==> src/design/alsp_pkg.sv <==
`timescale 1ns / 1ps
// ----------------------------------------------------------------------------
// alsp_pkg: shared definitions for the antialiased line stepper
// Default geometry, opacity reset value, command codes and queue status.
// ----------------------------------------------------------------------------
package alsp_pkg;

  localparam int COORD_BITS_DEF = 12;
  localparam int FRAC_BITS_DEF  = 16;
  localparam int QUEUE_DEPTH_DEF = 2;
  localparam int OPACITY_W      = 8;
  localparam logic [OPACITY_W-1:0] OPACITY_RESET = 8'hFF;

  typedef enum logic {
    CMD_LOAD = 1'b0,
    CMD_STEP = 1'b1
  } cmd_t;

  typedef struct packed {
    logic head_valid;
    logic full;
  } q_stat_t;

endpackage

==> src/design/alsp_front.sv <==
`timescale 1ns / 1ps
// ----------------------------------------------------------------------------
// alsp_front: command intake and endpoint classification
// Accepts input beats, picks the major axis, orders endpoints by major
// coordinate and pushes a decoded command into the queue.
// ----------------------------------------------------------------------------
module alsp_front #(
  parameter int COORD_BITS = alsp_pkg::COORD_BITS_DEF,
  parameter int IN_W       = ((4 * COORD_BITS + 7) / 8) * 8,
  parameter int ENTRY_W    = 3 + 9 * COORD_BITS
) (
  input  logic                 in_tvalid,
  output logic                 in_tready,
  input  logic [IN_W-1:0]      in_tdata,
  input  logic [0:0]           in_tuser,
  input  alsp_pkg::q_stat_t    q_stat,
  output logic                 push,
  output logic [ENTRY_W-1:0]   push_data
);

  localparam int C = COORD_BITS;

  logic [C-1:0] sx, sy, ex, ey;
  logic [C-1:0] adx, ady;
  logic         steep;
  logic [C-1:0] a0u, b0u, a1u, b1u;
  logic         swap;
  logic [C-1:0] a0, b0, a1, b1;
  logic [C-1:0] span, mag;
  logic         neg;
  alsp_pkg::cmd_t kind;

  assign sx = in_tdata[C-1:0];
  assign sy = in_tdata[2*C-1:C];
  assign ex = in_tdata[3*C-1:2*C];
  assign ey = in_tdata[4*C-1:3*C];

  assign kind = alsp_pkg::cmd_t'(in_tuser[0]);

  always_comb begin
    adx   = (sx > ex) ? (sx - ex) : (ex - sx);
    ady   = (sy > ey) ? (sy - ey) : (ey - sy);
    steep = ady > adx;
    // swap axes for steep lines
    a0u = steep ? sy : sx;
    b0u = steep ? sx : sy;
    a1u = steep ? ey : ex;
    b1u = steep ? ex : ey;
    swap = a1u < a0u;
    a0 = swap ? a1u : a0u;
    b0 = swap ? b1u : b0u;
    a1 = swap ? a0u : a1u;
    b1 = swap ? b0u : b1u;
    span = a1 - a0;
    neg  = b1 < b0;
    mag  = neg ? (b0 - b1) : (b1 - b0);
  end

  assign in_tready = !q_stat.full;
  assign push      = in_tvalid && !q_stat.full;
  assign push_data = {kind, steep, neg, a0, a1, b0, mag, span, sx, sy, ex, ey};

endmodule

==> src/design/alsp_fifo.sv <==
`timescale 1ns / 1ps
// ----------------------------------------------------------------------------
// alsp_fifo: short command queue between front and back
// Show-ahead register queue; the head entry is visible while not empty.
// ----------------------------------------------------------------------------
module alsp_fifo #(
  parameter int W     = 8,
  parameter int DEPTH = alsp_pkg::QUEUE_DEPTH_DEF
) (
  input  logic              clk,
  input  logic              rst_n,
  input  logic              push,
  input  logic [W-1:0]      push_data,
  input  logic              pop,
  output logic [W-1:0]      head_data,
  output alsp_pkg::q_stat_t q_stat
);

  localparam int PTR_W = (DEPTH > 1) ? $clog2(DEPTH) : 1;
  localparam int CNT_W = $clog2(DEPTH + 1);

  logic [W-1:0]     mem [DEPTH];
  logic [PTR_W-1:0] wr_ptr_r, wr_ptr_nxt;
  logic [PTR_W-1:0] rd_ptr_r, rd_ptr_nxt;
  logic [CNT_W-1:0] cnt_r, cnt_nxt;

  always_comb begin
    wr_ptr_nxt = wr_ptr_r;
    rd_ptr_nxt = rd_ptr_r;
    cnt_nxt    = cnt_r;
    if (push) begin
      wr_ptr_nxt = (wr_ptr_r == PTR_W'(DEPTH - 1)) ? '0 : wr_ptr_r + 1'b1;
    end
    if (pop) begin
      rd_ptr_nxt = (rd_ptr_r == PTR_W'(DEPTH - 1)) ? '0 : rd_ptr_r + 1'b1;
    end
    if (push && !pop) begin
      cnt_nxt = cnt_r + 1'b1;
    end else if (pop && !push) begin
      cnt_nxt = cnt_r - 1'b1;
    end
  end

  always_ff @(posedge clk) begin
    if (!rst_n) begin
      wr_ptr_r <= '0;
      rd_ptr_r <= '0;
      cnt_r    <= '0;
    end else begin
      wr_ptr_r <= wr_ptr_nxt;
      rd_ptr_r <= rd_ptr_nxt;
      cnt_r    <= cnt_nxt;
    end
  end

  always_ff @(posedge clk) begin
    if (push) begin
      mem[wr_ptr_r] <= push_data;
    end
  end

  assign head_data         = mem[rd_ptr_r];
  assign q_stat.head_valid = cnt_r != '0;
  assign q_stat.full       = cnt_r == CNT_W'(DEPTH);

endmodule

==> src/design/alsp_back.sv <==
`timescale 1ns / 1ps
// ----------------------------------------------------------------------------
// alsp_back: line state, gradient divider and pixel emission
// Runs queued commands: endpoint pixels and a serial gradient divide on
// load, two pixels per step, alpha scaling and the output register.
// ----------------------------------------------------------------------------
module alsp_back #(
  parameter int COORD_BITS = alsp_pkg::COORD_BITS_DEF,
  parameter int FRAC_BITS  = alsp_pkg::FRAC_BITS_DEF,
  parameter int OUT_W      = ((2 * (COORD_BITS + 1) + 8 + 7) / 8) * 8,
  parameter int ENTRY_W    = 3 + 9 * COORD_BITS
) (
  input  logic                          clk,
  input  logic                          rst_n,
  input  logic [ENTRY_W-1:0]            head_data,
  input  alsp_pkg::q_stat_t             q_stat,
  output logic                          pop,
  input  logic                          cfg_valid,
  input  logic [alsp_pkg::OPACITY_W-1:0] cfg_data,
  output logic                          out_tvalid,
  input  logic                          out_tready,
  output logic [OUT_W-1:0]              out_tdata,
  output logic                          out_tlast
);

  localparam int C      = COORD_BITS;
  localparam int F      = FRAC_BITS;
  localparam int OW     = alsp_pkg::OPACITY_W;
  localparam int ACC_W  = C + F + 1;
  localparam int GRAD_W = F + 2;
  localparam int CNT_W  = $clog2(F + 1);
  localparam int PROD_W = OW + F + 1;
  localparam int PIX_BITS = 2 * (C + 1) + OW;
  localparam logic [F:0] COV_ONE    = {1'b1, {F{1'b0}}};
  localparam logic [F:0] COV_THRESH = (F + 1)'((3 * (2 ** F)) / 10);
  localparam logic [F:0] COV_BOOST  = (F + 1)'((2 ** F + 5) / 10);

  typedef enum logic [5:0] {
    S_IDLE  = 6'b000001,
    S_PIX0  = 6'b000010,
    S_PIX1  = 6'b000100,
    S_DIV   = 6'b001000,
    S_STEP0 = 6'b010000,
    S_STEP1 = 6'b100000
  } state_t;

  // queue head fields
  alsp_pkg::cmd_t h_kind;
  logic           h_steep, h_neg;
  logic [C-1:0]   h_a0, h_a1, h_b0, h_mag, h_span, h_sx, h_sy, h_ex, h_ey;

  assign h_kind = alsp_pkg::cmd_t'(head_data[ENTRY_W-1]);
  assign {h_steep, h_neg, h_a0, h_a1, h_b0, h_mag, h_span,
          h_sx, h_sy, h_ex, h_ey} = head_data[ENTRY_W-2:0];

  state_t            state_r, state_nxt;
  logic              active_r, active_nxt;
  logic              steep_r, steep_nxt;
  logic [C:0]        major_pos_r, major_pos_nxt;
  logic [C-1:0]      major_end_r, major_end_nxt;
  logic [ACC_W-1:0]  acc_r, acc_nxt;
  logic [GRAD_W-1:0] grad_r, grad_nxt;
  logic [C-1:0]      ep0_x_r, ep0_x_nxt, ep0_y_r, ep0_y_nxt, ep1_y_r, ep1_y_nxt;
  logic [C:0]        ep1_x_r, ep1_x_nxt;
  logic              ep_last_r, ep_last_nxt;
  logic [C:0]        rem_r, rem_nxt;
  logic [C-1:0]      den_r, den_nxt;
  logic [F:0]        quo_r, quo_nxt;
  logic [CNT_W-1:0]  cnt_r, cnt_nxt;
  logic              neg_r, neg_nxt;
  logic [OW-1:0]     opacity_r;

  logic              out_valid_r;
  logic [C:0]        out_x_r, out_y_r;
  logic [OW-1:0]     out_alpha_r;
  logic              out_last_r;

  logic              out_free, emit;
  logic [C:0]        pix_x, pix_y;
  logic [F:0]        cov, cov_adj;
  logic              pix_last;
  logic [C:0]        whole, whole_p1;
  logic [F-1:0]      frac;
  logic              fin;
  logic              div_ge;
  logic [C:0]        div_diff;
  logic [F:0]        div_quo;
  logic [GRAD_W-1:0] div_grad;
  logic [PROD_W-1:0] prod;

  assign out_free = !out_valid_r || out_tready;
  assign whole    = acc_r[ACC_W-1:F];
  assign whole_p1 = whole + 1'b1;
  assign frac     = acc_r[F-1:0];
  assign fin      = major_pos_r >= {1'b0, major_end_r};

  // one restoring-divide bit per cycle: integer bit first, then F fraction bits
  assign div_ge   = rem_r >= {1'b0, den_r};
  assign div_diff = rem_r - {1'b0, den_r};
  assign div_quo  = {quo_r[F-1:0], div_ge};
  assign div_grad = neg_r ? (GRAD_W'(0) - {1'b0, div_quo}) : {1'b0, div_quo};

  always_comb begin
    pix_x    = '0;
    pix_y    = '0;
    cov      = '0;
    pix_last = 1'b0;
    emit     = 1'b0;
    case (state_r)
      S_PIX0: begin
        pix_x = {1'b0, ep0_x_r};
        pix_y = {1'b0, ep0_y_r};
        cov   = COV_ONE;
        emit  = out_free;
      end
      S_PIX1: begin
        pix_x    = ep1_x_r;
        pix_y    = {1'b0, ep1_y_r};
        pix_last = ep_last_r;
        emit     = out_free;
      end
      S_STEP0: begin
        pix_x = steep_r ? whole : major_pos_r;
        pix_y = steep_r ? major_pos_r : whole;
        cov   = COV_ONE - {1'b0, frac};
        emit  = out_free;
      end
      S_STEP1: begin
        pix_x    = steep_r ? whole_p1 : major_pos_r;
        pix_y    = steep_r ? major_pos_r : whole_p1;
        cov      = {1'b0, frac};
        pix_last = fin;
        emit     = out_free;
      end
      default: begin
        emit = 1'b0;
      end
    endcase
  end

  // faint pixels get a coverage boost before the opacity scale
  assign cov_adj = (cov <= COV_THRESH) ? (cov + COV_BOOST) : cov;
  assign prod    = PROD_W'(opacity_r) * PROD_W'(cov_adj);

  always_comb begin
    state_nxt     = state_r;
    active_nxt    = active_r;
    steep_nxt     = steep_r;
    major_pos_nxt = major_pos_r;
    major_end_nxt = major_end_r;
    acc_nxt       = acc_r;
    grad_nxt      = grad_r;
    ep0_x_nxt     = ep0_x_r;
    ep0_y_nxt     = ep0_y_r;
    ep1_x_nxt     = ep1_x_r;
    ep1_y_nxt     = ep1_y_r;
    ep_last_nxt   = ep_last_r;
    rem_nxt       = rem_r;
    den_nxt       = den_r;
    quo_nxt       = quo_r;
    cnt_nxt       = cnt_r;
    neg_nxt       = neg_r;
    pop           = 1'b0;
    case (state_r)
      S_IDLE: begin
        if (q_stat.head_valid) begin
          pop = 1'b1;
          if (h_kind == alsp_pkg::CMD_LOAD) begin
            steep_nxt     = h_steep;
            major_pos_nxt = {1'b0, h_a0} + 1'b1;
            major_end_nxt = h_a1;
            acc_nxt       = {1'b0, h_b0, {F{1'b0}}};
            grad_nxt      = '0;
            active_nxt    = h_span != '0;
            ep0_x_nxt     = h_sx;
            ep0_y_nxt     = h_sy;
            ep1_x_nxt     = {1'b0, h_ex} + 1'b1;
            ep1_y_nxt     = h_ey;
            ep_last_nxt   = h_span == '0;
            rem_nxt       = {1'b0, h_mag};
            den_nxt       = h_span;
            neg_nxt       = h_neg;
            quo_nxt       = '0;
            cnt_nxt       = '0;
            state_nxt     = S_PIX0;
          end else if (active_r) begin
            state_nxt = S_STEP0;
          end
          // drop a step with no line in progress
        end
      end
      S_PIX0: begin
        if (out_free) begin
          state_nxt = S_PIX1;
        end
      end
      S_PIX1: begin
        if (out_free) begin
          state_nxt = ep_last_r ? S_IDLE : S_DIV;
        end
      end
      S_DIV: begin
        rem_nxt = div_ge ? {div_diff[C-1:0], 1'b0} : {rem_r[C-1:0], 1'b0};
        quo_nxt = div_quo;
        cnt_nxt = cnt_r + 1'b1;
        if (cnt_r == CNT_W'(F)) begin
          grad_nxt  = div_grad;
          state_nxt = S_IDLE;
        end
      end
      S_STEP0: begin
        if (out_free) begin
          state_nxt = S_STEP1;
        end
      end
      S_STEP1: begin
        if (out_free) begin
          major_pos_nxt = major_pos_r + 1'b1;
          acc_nxt       = acc_r + {{(C - 1){grad_r[GRAD_W-1]}}, grad_r};
          if (fin) begin
            active_nxt = 1'b0;
          end
          // chain straight into the next step of the same line
          if (q_stat.head_valid && h_kind == alsp_pkg::CMD_STEP && !fin) begin
            pop       = 1'b1;
            state_nxt = S_STEP0;
          end else begin
            state_nxt = S_IDLE;
          end
        end
      end
      default: begin
        state_nxt = S_IDLE;
      end
    endcase
  end

  always_ff @(posedge clk) begin
    if (!rst_n) begin
      state_r     <= S_IDLE;
      active_r    <= 1'b0;
      out_valid_r <= 1'b0;
      opacity_r   <= alsp_pkg::OPACITY_RESET;
    end else begin
      state_r  <= state_nxt;
      active_r <= active_nxt;
      if (emit) begin
        out_valid_r <= 1'b1;
      end else if (out_tready) begin
        out_valid_r <= 1'b0;
      end
      if (cfg_valid) begin
        opacity_r <= cfg_data;
      end
    end
  end

  always_ff @(posedge clk) begin
    steep_r     <= steep_nxt;
    major_pos_r <= major_pos_nxt;
    major_end_r <= major_end_nxt;
    acc_r       <= acc_nxt;
    grad_r      <= grad_nxt;
    ep0_x_r     <= ep0_x_nxt;
    ep0_y_r     <= ep0_y_nxt;
    ep1_x_r     <= ep1_x_nxt;
    ep1_y_r     <= ep1_y_nxt;
    ep_last_r   <= ep_last_nxt;
    rem_r       <= rem_nxt;
    den_r       <= den_nxt;
    quo_r       <= quo_nxt;
    cnt_r       <= cnt_nxt;
    neg_r       <= neg_nxt;
    if (emit) begin
      out_x_r     <= pix_x;
      out_y_r     <= pix_y;
      out_alpha_r <= prod[F+OW-1:F];
      out_last_r  <= pix_last;
    end
  end

  assign out_tvalid = out_valid_r;
  assign out_tdata  = OUT_W'({out_alpha_r, out_y_r, out_x_r});
  assign out_tlast  = out_last_r;

  // PIX_BITS documents the packed pixel width ahead of byte padding
  if (PIX_BITS > OUT_W) begin : g_width_check
    $error("output data width too narrow");
  end

endmodule

==> src/design/antialiased_line_stepper_top.sv <==
`timescale 1ns / 1ps
// ----------------------------------------------------------------------------
// antialiased_line_stepper_top: Wu-style antialiased line pixel generator
// Load beats emit two endpoint pixels and set up a line; step beats emit the
// two pixels of the next major column of the line in progress.
// ----------------------------------------------------------------------------
// First pixel path from an empty block: queue, back-end state register, output register.
// Steps: one pixel per cycle while the sink keeps up and step beats are queued.
// Loads: the serial gradient divider retires one quotient bit per cycle and gates
//   the next command.
// Reset: synchronous active-low rst_n; no line loaded, opacity 255, queue empty.
module antialiased_line_stepper_top #(
  parameter int COORD_BITS  = alsp_pkg::COORD_BITS_DEF,
  parameter int FRAC_BITS   = alsp_pkg::FRAC_BITS_DEF,
  parameter int QUEUE_DEPTH = alsp_pkg::QUEUE_DEPTH_DEF,
  localparam int IN_W  = ((4 * COORD_BITS + 7) / 8) * 8,
  localparam int OUT_W = ((2 * (COORD_BITS + 1) + alsp_pkg::OPACITY_W + 7) / 8) * 8
) (
  input  logic                           clk,
  input  logic                           rst_n,
  input  logic                           in_tvalid,
  output logic                           in_tready,
  input  logic [IN_W-1:0]                in_tdata,   // start_x, start_y, end_x, end_y, pad
  input  logic [0:0]                     in_tuser,   // command
  output logic                           out_tvalid,
  input  logic                           out_tready,
  output logic [OUT_W-1:0]               out_tdata,  // pixel_x, pixel_y, alpha, pad
  output logic                           out_tlast,  // last
  input  logic                           cfg_valid,
  output logic                           cfg_ready,
  input  logic [alsp_pkg::OPACITY_W-1:0] cfg_data    // opacity
);

  localparam int ENTRY_W = 3 + 9 * COORD_BITS;

  alsp_pkg::q_stat_t  q_stat;
  logic               push, pop;
  logic [ENTRY_W-1:0] push_data, head_data;

  assign cfg_ready = 1'b1;

  alsp_front #(
    .COORD_BITS (COORD_BITS),
    .IN_W       (IN_W),
    .ENTRY_W    (ENTRY_W)
  ) u_front (
    .in_tvalid (in_tvalid),
    .in_tready (in_tready),
    .in_tdata  (in_tdata),
    .in_tuser  (in_tuser),
    .q_stat    (q_stat),
    .push      (push),
    .push_data (push_data)
  );

  alsp_fifo #(
    .W     (ENTRY_W),
    .DEPTH (QUEUE_DEPTH)
  ) u_fifo (
    .clk       (clk),
    .rst_n     (rst_n),
    .push      (push),
    .push_data (push_data),
    .pop       (pop),
    .head_data (head_data),
    .q_stat    (q_stat)
  );

  alsp_back #(
    .COORD_BITS (COORD_BITS),
    .FRAC_BITS  (FRAC_BITS),
    .OUT_W      (OUT_W),
    .ENTRY_W    (ENTRY_W)
  ) u_back (
    .clk        (clk),
    .rst_n      (rst_n),
    .head_data  (head_data),
    .q_stat     (q_stat),
    .pop        (pop),
    .cfg_valid  (cfg_valid),
    .cfg_data   (cfg_data),
    .out_tvalid (out_tvalid),
    .out_tready (out_tready),
    .out_tdata  (out_tdata),
    .out_tlast  (out_tlast)
  );

endmodule

==> config.mk <==
export PLATFORM = sky130hd
export DESIGN_NAME = antialiased_line_stepper_top
export DESIGN_NICKNAME = d
export VERILOG_FILES = /design/src/design/alsp_pkg.sv /design/src/design/alsp_front.sv /design/src/design/alsp_fifo.sv /design/src/design/alsp_back.sv /design/src/design/antialiased_line_stepper_top.sv
export SDC_FILE = /design/constraint.sdc
export NUM_CORES = 1
export LEC_CHECK = 0
export BUFFER_PORTS_ARGS = -buffer_cell sky130_fd_sc_hd__buf_2
export CORE_UTILIZATION = 40
export CTS_BUF_LIST = sky130_fd_sc_hd__clkbuf_2
export DETAILED_ROUTE_END_ITERATION = 10
export GPL_ROUTABILITY_DRIVEN = 0
export GPL_TIMING_DRIVEN = 0
export PLACE_DENSITY_LB_ADDON = 0.2
export SYNTH_ARGS = -nofsm -noshare
export SYNTH_HDL_FRONTEND = slang
export SYNTH_HIERARCHICAL = 1
export SYNTH_SLANG_ARGS = --single-unit
==> constraint.sdc <==
create_clock -name clk -period 17.2 [get_ports clk]
set_input_delay 3.44 -clock clk [delete_from_list [all_inputs] [get_ports clk]]
set_output_delay 3.44 -clock clk [all_outputs]
set_load 0.01 [all_outputs]
==> summary by stage, run 1 <==
Run status
The flow ran to the end, and the final reports show no timing, DRC or antenna violations.

STA
The count of pins over their slew limit is 0. The count of final hold-check violations is 0. The worst slew margin relative to its limit is 0.104. The clock arrives with roughly 110 ps of skew.

Setup repair after global routing left no endpoint under its margin. The worst path in the final design needs a cycle of about 16,000 ps, including I/O delays and setup. The final clock period utilization by the worst path is 0.948.

The final setup violation count is 0. Timing would allow up to roughly 60 MHz. The measured slew at the worst slew-check pin is 1330 ps.

Worst setup path
The launch point of the worst reg-to-reg path is u_back/state_r[4]. Grouping stages by cell kind, the critical path spends the most delay in compound AO/OA/AOI/OAI gates. STA classifies the critical path endpoint as a flop. Data arrives at the worst endpoint at roughly 17,000 ps. The buffering stage count on the worst path with inverters included is 15. The setup slack of the most critical reg-to-reg path is 7690 ps. The required time of the critical path is 18,110 ps. The endpoint of the worst register-to-register path is u_back/out_alpha_r[4].

The kind of critical path is in -> reg. The slowest stage cell on the critical path is o21ai_1. For the worst flop-to-flop path, the logic depth is 30. STA classifies the critical path startpoint as a primary input. The cell seen most often among critical-path stages is clkbuf_1.

The stage delay of the slowest cell on the critical path is 710 ps. The largest fanout on the critical path is 10.

Floorplanning
The die extent in y is 280 um. Row generation in the floorplan step produced about 100 rows. The floorplan step set the die width to between 200 and 300 um. Pin placement for this block handled 106 I/O pins. The area inside the core boundary is between 70,000 and 80,000 sq um. The floorplan die area is between 70,000 and 80,000 sq um. The starting utilization of the core area is 0.406.

Routing
The final routed DRC violation total is 0. The mean routed wirelength per cell is roughly 20 um. The count of nets left with antenna violations once routing finished came out at 0. After detailed routing, the number of vias per cell comes to between 5 and 6. The routed layout has ~23,000 vias. The pre-antenna-repair detailed-routing pass consisted of 6 iterations. The routed wire length is roughly 85 mm. The starting DRC count in detailed routing is approximately 1,600.

Synth
The synthesized instance count is approximately 2,900. The number of enable-type register cells in the synthesized netlist is about 430. The fraction of registers with async set or reset after synthesis is 0. In the synthesized netlist, the cells that appear most often are edfxtp_1 (427), inv_1 (253), nand2_1 (197), a21oi_1 (196), ha_1 (192). After synthesis the cells add up to about 30,000 sq um. During synthesis, Yosys emitted a total of 6 warnings.

Among all cell types in the netlist, the one instantiated most often is edfxtp_1. The leading area contributor after synthesis is edfxtp_1. In the post-synthesis netlist, the biggest area contributors are edfxtp_1 (41%), ha_1 (7.8%), fa_1 (6.2%), mux2_2 (4.6%), a21oi_1 (3.2%).

Of the post-synthesis cell area, the dominant cell type holds 0.415. The post-synthesis sequential area ratio is 0.429. The most used flip-flop cell after synthesis is edfxtp_1. Synthesis instantiated 103 different standard cells from the library. Averaged over all synthesized cells, the footprint is 10.7 sq um. The flip-flop and latch count after synthesis is approximately 450.

Job
Max-cap violations in this run came to 0.

Worst hold path
The endpoint of the worst hold path is u_fifo/cnt_r[1]. The worst hold path was traced through 2 stages. The class of the tightest hold or removal check is reg -> reg. The start point of the worst hold path is u_fifo/cnt_r[1].

Clocking
The tree is rooted in a clkbuf_2. The number of sinks handled by clock tree synthesis is about 450. The insertion delay of the later-clocked pin in the worst-skew pair is around 1100 ps. TritonCTS built the clock tree. TritonCTS created 114 clock buffers. The number of buffers added to fix hold violations after cts is 0. The number of H-tree levels is 3. No sink is reached through more buffers than the 3 on the longest clock path. The clock-pin slew on the worst setup and hold paths is approximately 100 ps.

Global route
Entering global routing, the biggest net connects 64 pins. For this run, the total global-route usage over all layers was measured as 0.215. The number of antenna violations at the first check in global routing was 1. The via count of the first global-routing pass was 22,900.

For this run the aggregate overflow at the end of global routing stands at 0. The global-route wire length before repair is between 100 and 150 mm.

Layout
The post-route cell area is between 30,000 and 40,000 sq um. The post-layout net count is around 3,500. Registers take ~13,000 sq um. The filler cells instantiated in the layout total between 7,000 and 8,000. The fraction of final layout cells sized beyond drive strength 1 is 0.170. The layout overhead on the synthesized area is 9.98%. Once layout is complete, the cells apart from fillers number approximately 4,200. The multi-input combinational cells in the finished layout cover a total of 15,800 sq um.

Measured on the finished design, the core utilization comes to 0.446.

Place
The estimated wirelength of the detail-placed design is 66.1 mm. In this run, placement finished with an instance count of roughly 4,000. The placed standard-cell area is around 33,000 sq um. In this run the tool buffered the top-level ports with between 90 and 100 buffer cells.
[layout make-up]
cell class | instances | area share
multi-input combinational | 2030 | 0.465
sequential | 448 | 0.390
tap | 1030 | 0.0379
buffer | 169 | 0.0287
inverter | 256 | 0.0283
clock buffer | 169 | 0.0249
timing repair buffer | 104 | 0.0200
clock inverter | 34 | 0.00537
antenna | 5 | 0.000368
[worst reg2reg max path: cells and delay by family (launching register included)]
kind / cells / cell delay [ps]
AOI/OAI and AO/OA: 8 / 1580
xor gates and xnor gates: 2 / 630
adders and majority gates: 6 / 2650
DFF: 1 / 310
and+or+nand+nor: 8 / 2580
buffers and inverters: 6 / 1520
[through the flow]
| stage | setup TNS (ps) | hold WS (ps) | setup WS, ps |
|---|---|---|---|
| 2_1_floorplan | 0 | 461 | 2890 |
| 3_3_place_gp | 0 | 474 | 1.49 |
| 3_5_place_dp | -1590 | 499 | -179 |
| 4_1_cts | 0 | 513 | 1140 |
| 5_1_grt | 0 | 528 | 309 |
| 6_report | 0 | 515 | 887 |
[per-layer routing]
layer	track usage	part of all wire	vias up
li1	-	-	10800
met1	0.274	0.42	11000
met2	0.359	0.48	811
met3	0.0327	0.059	190
met4	0.101	0.042	0
met5	0	0	-
[what timing repair did]
action | CTS | global route
setup endpoints to repair | 0 | 2
buffers inserted | 0 | 0
resized for setup | 0 | 1
[kinds of logic (layout without fill, tap and decap cells)]
logic type                 count (synthesis)  count (layout)  share of synthesized area
AOI/OAI and AO/OA                        605             605                      0.128
xor gates and xnor gates                 141             141                     0.0400
adders and majority gates                290             290                      0.141
buffers and inverters                    425             732                     0.0626
DFF                                      448             448                      0.429
muxes                                    215             215                     0.0755
other                                      2              12                   0.000243
and+or+nand+nor                          772             772                      0.124
[registers in the layout, indices dropped and copies added (netlist names), 5 cells and up, named ones only]
name and flops:
u_back/out_alpha_r 8, u_back/ep0_y_r 12, u_fifo/mem 222, u_back/quo_r 16
u_back/ep1_x_r 13, u_back/state_r 6, u_back/major_pos_r 13, u_back/den_r 12
u_back/opacity_r 8, u_back/major_end_r 12, u_back/rem_r 13, u_back/out_x_r 13
u_back/acc_r 29, u_back/ep0_x_r 12, u_back/grad_r 18, u_back/out_y_r 13
u_back/ep1_y_r 12, u_back/cnt_r 5
[layout by cell type (no fill, tap or decap), types with 104 or more instances in the layout]
| cell type | instances |
|---|---|
| inv_1 | 252 |
| nand2_1 | 196 |
| and2_1 | 137 |
| nor2_1 | 188 |
| a21oi_1 | 195 |
| mux2_2 | 125 |
| buf_2 | 104 |
| ha_1 | 192 |
| edfxtp_1 | 427 |
| o21ai_0 | 126 |
| clkbuf_2 | 169 |
[worst max-delay path by stage]
stage | depth (start not counted) | slack [ps] | end | startpoint
after floorplan | 52 | 2890 | u_fifo/mem[0][61] | in_tdata[0]
after global placement | 54 | 1 | u_fifo/mem[0][66] | in_tdata[0]
after detailed placement | 54 | -180 | u_fifo/mem[0][66] | in_tdata[0]
after CTS | 54 | 1140 | u_fifo/mem[1][66] | in_tdata[0]
after global routing | 54 | 310 | u_fifo/mem[1][66] | in_tdata[0]
final | 54 | 890 | u_fifo/mem[0][66] | in_tdata[0]
Power of run 1 is not shown: default switching activity piles up to over one toggle a cycle in this logic, so the estimate is an artifact.
==> run 2: changes to the inputs <==
--- a/config.mk
+++ b/config.mk
@@ -5,6 +5,7 @@
 export SDC_FILE = /design/constraint.sdc
 export NUM_CORES = 1
 export LEC_CHECK = 0
+export ABC_AREA = 1
 export BUFFER_PORTS_ARGS = -buffer_cell sky130_fd_sc_hd__buf_2
 export CORE_UTILIZATION = 40
 export CTS_BUF_LIST = sky130_fd_sc_hd__clkbuf_2
==> run 2 against run 1 <==
Die area up 0.67%. First-iteration DRC count up 3.8%. Via count up 5.5%. Clock skew down 33 ps. Non-clock buffer count down 22. Wire length down 0.74%. Fmax up 23%. Critical path depth up 1. Final area up 0.88%. Synthesized area up 0.68%. Final cell count up 12%.
==> summary by stage, run 2 <==
Routing
The routed length on met3 came to 3.79 mm (-25%). The residual antenna-violating net count after detailed routing is 0 (unchanged). The count of vias placed by the detailed router was 24,100 (+5.5%). The detail-routed via count per cell was 5.05 (-6.2%). The highest signal layer in the routed design is met5.

The routed wire length is 84.4 mm (-0.74%). The mean routed wirelength per cell was 17.7 um (-12%). The wire length on met2 was 39.2 mm (-3.0%). The final routed DRC violation total came to 0 (unchanged). The starting DRC count in detailed routing is 1,702 (+3.8%).

The number of iterations in the first detailed-routing pass was 8 (+2). The met1 wire length is 38.4 mm (+6.6%).

Floorplanning
The die span in x is 281 um (+0.33%). The top-level port count came to 106 (unchanged). The floorplan die area is 78,900 sq um (+0.67%). The area inside the core boundary was 76,500 sq um (+0.33%). The die extent in y is 281 um (+0.33%).

The number of core rows is 101 (unchanged). The starting utilization of the core area is 0.407 (+0.00139).

STA
The final period demand of the worst path came to 13,240 ps (-3080 ps). The maximum clock frequency is 75.6 MHz (+23%). The count of final hold-check violations came to 0 (unchanged). The setup TNS was 0 ps (unchanged).

The count of pins over their slew limit is 0 (unchanged). Setup repair after global routing left no endpoint under its margin. The worst slew margin relative to its limit is 0.326 (+0.222). The measured slew at the worst slew-check pin is 1010 ps (-320 ps). The worst setup skew after layout came to 77.4 ps (-32.6 ps).

The final setup violation count was 0 (unchanged). The final clock period utilization by the worst path is 0.770 (-0.179).

Clocking
The number of H-tree levels is 3 (unchanged). The count of instances resized after the clock tree is built is 0 (unchanged). The total clock buffers created by CTS is 118 (+3.5%). The clock-pin slew on the worst setup and hold paths is 90 ps (about the same).

TritonCTS built the clock tree. The library cell used as clock root buffer is clkbuf_2. The number of buffers added to fix hold violations after cts came to 0 (unchanged). The insertion delay of the later-clocked pin in the worst-skew pair came to 1130 ps (about the same). The number of sinks handled by clock tree synthesis is 448 (unchanged). The buffers inserted during post-CTS setup optimization is 0 (unchanged). The maximum number of buffers from clock root to sink is 3 (unchanged).

Worst setup path
The stage delay of the slowest cell on the critical path is 500 ps (-210 ps). STA classifies the critical path startpoint as a primary input. The setup path with the least slack is of type in -> reg. The required time of the critical path is 18,110 ps (about the same). The largest fanout on the critical path is 10 (unchanged). STA classifies the critical path endpoint as a flop. The slowest stage of the critical path belongs to the cell fa_1. The data arrival at the endpoint of the critical path was 14,150 ps (-3070 ps). The cell seen most often among critical-path stages is nand2_1.

Layout
The number of flip-flops under the largest register name is 222 (unchanged). In the final layout, the registers with the most flip-flops are u_fifo/mem x222, u_back/acc_r x29, u_back/grad_r x18. The area growth from synthesis to layout is 10.2%. The library cell used most frequently in the layout, excluding fill and tap cells, is nand2_1. The number of filler cells placed in the layout is 7,535 (+4.2%). More flip-flops sit in one register than any other, and that register is u_fifo/mem. The post-layout net count is 3,991 (+15%). Leaving out fill and tap cells, the most frequent cells in the layout are nand2_1 (650), inv_1 (467), edfxtp_1 (427), nor2_1 (316). The fraction of final layout cells sized beyond drive strength 1 was 0.160 (-0.0103).

Global route
The total grt overflow is 0 (unchanged). The number of antenna violations at the first check in global routing came to 4 (+3). The overall track demand over capacity in global routing was 0.214 (-0.00110).

The global-route wire length before repair is 130 mm (+0.25%). The pin count of the biggest net entering global routing was 77 (+20%). The via count of the first global-routing pass was 22,900 (+0.0087%).

Place
The number of port buffers is 97 (+1.0%). The estimated wirelength of the detail-placed design is 66.4 mm (+0.43%).

Synth
The synthesized design spends more area on one cell type than any other, namely edfxtp_1. The flip-flop and latch count after synthesis is 448 (unchanged). The most frequently used cell type in the post-synthesis netlist is nand2_1.

The count of cell types in the netlist is 62 (-40%). The number of warnings printed during yosys synthesis is 6 (unchanged). The fraction of post-synthesis cell area in the top cell type by area was 0.412 (-0.00279). By area the synthesized netlist is led by edfxtp_1 (41%), nand2_1 (7.9%), ha_1 (7.7%), fa_1 (6.2%), inv_1 (5.7%). The fraction of registers with async set or reset after synthesis is 0 (unchanged). The prevailing post-synth register cell is edfxtp_1. The number of enable-type register cells in the synthesized netlist is 427 (unchanged). Counting instances in the post-synthesis netlist gives the leading cell types as nand2_1 (651), inv_1 (469), edfxtp_1 (427), nor2_1 (318), a21oi_1 (206). The synthesized instance count came to 3,410 (+18%). The total standard cell area after synthesis is 31,100 sq um (+0.68%). The post-synthesis sequential area ratio is 0.426 (-0.00288). The synthesized area per cell is 9.12 sq um (-14%).

Run status
The run finished with clean final reports.

Job
The number of max-cap violations is 0 (unchanged).

Worst hold path
In this run the worst hold path is classified as reg -> reg.
[run 2: changes by cell type after synthesis, sizes merged, moves of 20 or more]
cell	delta
o21ai	+97
xnor2	-62
clkbuf	-25
a22oi	-20
inv	+227
and2	-138
nand3	+101
mux2i	-81
nand2	+484
nor2	+142
nand4	+23
nor2b	-31
and3	-29
a21o	-51
[run 2: worst paths after layout]
check | depth (start not counted) | start | end | slack (ps)
setup / recovery | 55 | in_tdata[12] | u_fifo/mem[1][64] | 3960
setup reg to reg | 33 | u_back/acc_r[0] | u_back/out_alpha_r[7] | 10270
hold reg to reg | 1 | u_fifo/mem[1][88] | u_back/major_end_r[4] | 490
hold / removal | 1 | u_fifo/mem[1][88] | u_back/major_end_r[4] | 490
[run 2: cell type report]
type	instances	area, sq um	share of cell area
diodes	4	10.0	0.000292
plain buffers	145	916	0.0267
clock buffers	167	836	0.0244
clock inverters	53	303	0.00883
inverters	485	1830	0.0533
multi-input cells	2337	15200	0.443
flip-flops and latches	448	13200	0.386
well taps	1030	1290	0.0376
repair buffers	106	678	0.0198
[run 2: cells by family (layout without fill, tap and decap cells)]
group | count (synthesis) | in the layout | share of synthesized area
AO/OA/AOI/OAI | 542 | 542 | 0.0969
XOR/XNOR | 98 | 98 | 0.0300
adder cells (fa/ha/maj) | 288 | 288 | 0.139
buffers and inverters | 630 | 956 | 0.0880
flip-flops | 448 | 448 | 0.426
multiplexers | 118 | 118 | 0.0424
other | 2 | 11 | 0.000241
AND/OR/NAND/NOR | 1284 | 1284 | 0.178
[run 2: worst max-delay path, delay by kind of cell]
| kind | cells | cell delay (ps) |
|---|---|---|
| buf+inv | 17 | 3290 |
| simple gates | 20 | 2800 |
| compound gates | 11 | 2260 |
| fa+ha+maj | 5 | 1800 |
| xor+xnor | 2 | 530 |
[run 2: layer usage]
layer | vias up | track usage
met1 | 11400 | 0.289
met3 | 155 | 0.0285
met4 | 2 | 0.0822
li1 | 11900 | -
met2 | 631 | 0.349
met5 | - | 0
[run 2: stage by stage]
| step | cell area [sq um] | std cells | util | hold WS (ps) | setup WS (ps) |
|---|---|---|---|---|---|
| floorplan | 31100 | 3415 | - | 457 | 5570 |
| global placement | 32900 | 4542 | 0.430 | 469 | 3030 |
| detailed placement | 33100 | 4551 | 0.433 | 482 | 3010 |
| CTS | 34300 | 4771 | 0.448 | 484 | 4280 |
| global route | 34300 | 4773 | 0.448 | 508 | 3290 |
| finish | 34300 | 4775 | 0.448 | 494 | 3960 |
Power of run 2 is left out for the same reason.
==> run 3: changes to the inputs <==
--- a/config.mk
+++ b/config.mk
@@ -5,7 +5,7 @@
 export SDC_FILE = /design/constraint.sdc
 export NUM_CORES = 1
 export LEC_CHECK = 0
-export ABC_AREA = 1
+export ABC_AREA = 0
 export BUFFER_PORTS_ARGS = -buffer_cell sky130_fd_sc_hd__buf_2
 export CORE_UTILIZATION = 40
 export CTS_BUF_LIST = sky130_fd_sc_hd__clkbuf_2
==> constraint.sdc (replaced) <==
create_clock -name clk -period 11.4 [get_ports clk]
set_input_delay 2.28 -clock clk [delete_from_list [all_inputs] [get_ports clk]]
set_output_delay 2.28 -clock clk [all_outputs]
set_load 0.01 [all_outputs]
==> run 3 against run 2 <==
Core utilization is 0.79 points higher. First-iteration DRC count is 9.9% higher. Hold slack better by 29 ps. Non-clock buffer count is 50 higher. Highest routed layer is now met4. Via count is 3.9% lower. Global-route usage is 0.45 points higher. Critical path depth is 13 lower. Sequential share of layout area is 0.54 points lower. Clock skew is 13 ps higher. Register-to-register slack worse by 8300 ps. Critical endpoint is now u_fifo/mem[0][61]. Count of clock-buffer cells in the layout is 9 higher.
==> summary by stage, run 3 (same netlist as run 1, synthesis figures left out) <==
Run status
The run finished with clean final reports.

STA
The smallest setup slack after layout was 58.7 ps (-3910 ps). The clock period could shrink to roughly 11,000 ps. The final setup violation count came to 0 (unchanged).

The maximum clock frequency is about 88 MHz. The count of final hold-check violations is 0 (unchanged). The measured slew at the worst slew-check pin is 1320 ps (+309 ps). The worst setup skew after layout is 90.0 ps (+12.6 ps). Dividing the final minimum period by the clock period gives 0.995. The setup TNS was 0 ps (unchanged). The worst slew margin relative to its limit came to 0.112 (-0.214).

The count of pins over their slew limit was 0 (unchanged). The final hold slack is 523 ps (+29.2 ps).

Floorplanning
The floorplan die area came to 78,400 sq um (-0.66%). The die extent in y is 280 um (-0.33%). The number of core rows is 101 (unchanged). The area inside the core boundary came to 76,200 sq um (-0.33%). The die span in x is 280 um (-0.33%). The starting utilization of the core area is 0.406 (-0.00139). The top-level port count is 106 (unchanged).

Routing
The routed wire length is 86.7 mm (+2.8%). The detail-routed via count per cell came to 5.42 (+7.3%). The number of iterations in the first detailed-routing pass is 8 (unchanged). The starting DRC count in detailed routing is 1,871 (+9.9%). The count of vias placed by the detailed router is 23,200 (-3.9%). The final routed DRC violation total is 0 (unchanged). The residual antenna-violating net count after detailed routing is 0 (unchanged). The mean routed wirelength per cell is 20.3 um (+15%).

Worst setup path
The required time of the critical path came to 12,260 ps (-5850 ps). The kind of cell with the highest combined delay along the critical path is compound AO/OA/AOI/OAI gates. The stage delay of the slowest cell on the critical path was 600 ps (+100 ps). The kind of capture point of the worst setup path is a flop. The largest fanout on the critical path is 10 (unchanged). The cell seen most often among critical-path stages is a21o_1. The buffering stage count on the worst path with inverters included is 7 (-10). The critical path is of the in -> reg type.

The data arrival at the endpoint of the critical path was 12,200 ps (-1950 ps). The category of the worst setup path launch point is a primary input. The slowest stage cell on the critical path is mux4_2.

Clocking
TritonCTS built the clock tree. The clock-pin slew on the worst setup and hold paths is 110 ps (+20 ps). The number of sinks handled by clock tree synthesis is 448 (unchanged). The total clock buffers created by CTS is 115 (-2.5%).

The maximum number of buffers from clock root to sink is 3 (unchanged). The library cell used as clock root buffer is clkbuf_2. The number of buffers added to fix hold violations after cts came to 0 (unchanged). The number of H-tree levels is 3 (unchanged). The insertion delay of the later-clocked pin in the worst-skew pair came to 1130 ps (about the same).

Layout
The fraction of final layout cells sized beyond drive strength 1 is 0.201 (+0.0412). The final standard cell count with taps included and fillers excluded is 4,276 (-10%). The library cell used most frequently in the layout, excluding fill and tap cells, is edfxtp_1. The library cells used most frequently in the layout, excluding fill and tap cells, are edfxtp_1 (427), inv_1 (247), nand2_1 (195), ha_1 (187), nor2_1 (186). Counting flops per register, the top entry is u_fifo/mem.

The layout overhead on the synthesized area is 12.5%. In the final layout, the registers with the most flip-flops are u_fifo/mem x222, u_back/acc_r x29, u_back/grad_r x18. The post-layout net count is 3,502 (-12%). The number of filler cells placed in the layout is 7,158 (-5.0%). The number of flip-flops under the largest register name is 222 (unchanged).

Job
The number of max-cap violations came to 0 (unchanged).

Global route
The total grt overflow came to 0 (unchanged). The fraction of met3 tracks used by global routing is 0.0310 (+0.00251). The number of antenna violations at the first check in global routing is 3 (-1). The busiest layer in global routing is met2. The overall track demand over capacity in global routing was 0.219 (+0.00455). The global-route wire length before repair is 131 mm (+1.4%).

The met1 routing resource usage after global routing is 0.285 (-0.00353). The via count of the first global-routing pass is 22,700 (-0.58%). The pin count of the biggest net entering global routing came to 64 (-17%). The global-route met2 utilization came to 0.363 (+0.0146).

Place
The number of cells in the design after placement came to 4,037 (-11%). The number of port buffers was 96 (-1.0%). The pre-CTS setup slack was -2390 ps (-5390 ps). The estimated wirelength of the detail-placed design is 66.6 mm (+0.34%).

Worst hold path
The tightest min-delay check is of the reg -> reg type.
## run 3: area by class of cell
type / instances / area [sq um] / share of cell area
Antenna cell: 3 / 7.51 / 0.000216
Tap cell: 1030 / 1290 / 0.0371
Clock inverter: 32 / 181 / 0.00522
Buffer: 168 / 1100 / 0.0317
Multi-Input combinational cell: 2030 / 16200 / 0.465
Inverter: 256 / 981 / 0.0282
Sequential cell: 448 / 13200 / 0.381
Clock buffer: 176 / 881 / 0.0253
Timing Repair Buffer: 133 / 913 / 0.0263
## run 3: stage by stage
| step | cell area, sq um | util |
|---|---|---|
| final | 34800 | 0.456 |
| after global routing | 34800 | 0.456 |
| after CTS | 34300 | 0.451 |
| after detailed placement | 33200 | 0.436 |
| after global placement | 33000 | 0.432 |
| after floorplan | 31200 | - |
## run 3: final timing paths
kind                     startpoint                    end  slack [ps]  cells past startpoint
setup / recovery       in_tdata[37]      u_fifo/mem[0][61]          60                     42
hold / removal      u_fifo/cnt_r[1]        u_fifo/cnt_r[1]         520                      2
setup reg to reg  u_back/state_r[4]  u_back/out_alpha_r[4]        1970                     30
hold reg to reg     u_fifo/cnt_r[1]        u_fifo/cnt_r[1]         520                      2
## run 3: metal layers
metal	part of all wire	routed length [um]	vias up
li1	-	-	10900
met1	0.43	37000	11200
met2	0.48	41500	854
met3	0.055	4750	206
met4	0.039	3420	0
met5	0	0	-
## run 3: worst reg2reg max path, delay by kind of cell (launching register included)
kind	cells	cell delay (ps)
DFF	1	310
adders and majority gates	6	2640
AOI/OAI and AO/OA	8	1560
and+or+nand+nor	8	2590
buffers and inverters	6	1510
xor gates and xnor gates	2	630
## run 3: what timing repair did
action                     CTS  global route
setup endpoints to repair   24            24
pin swaps                    3            24
buffers inserted             6            23
gates resized for setup     12            69
Power of run 3 is left out for the same reason.
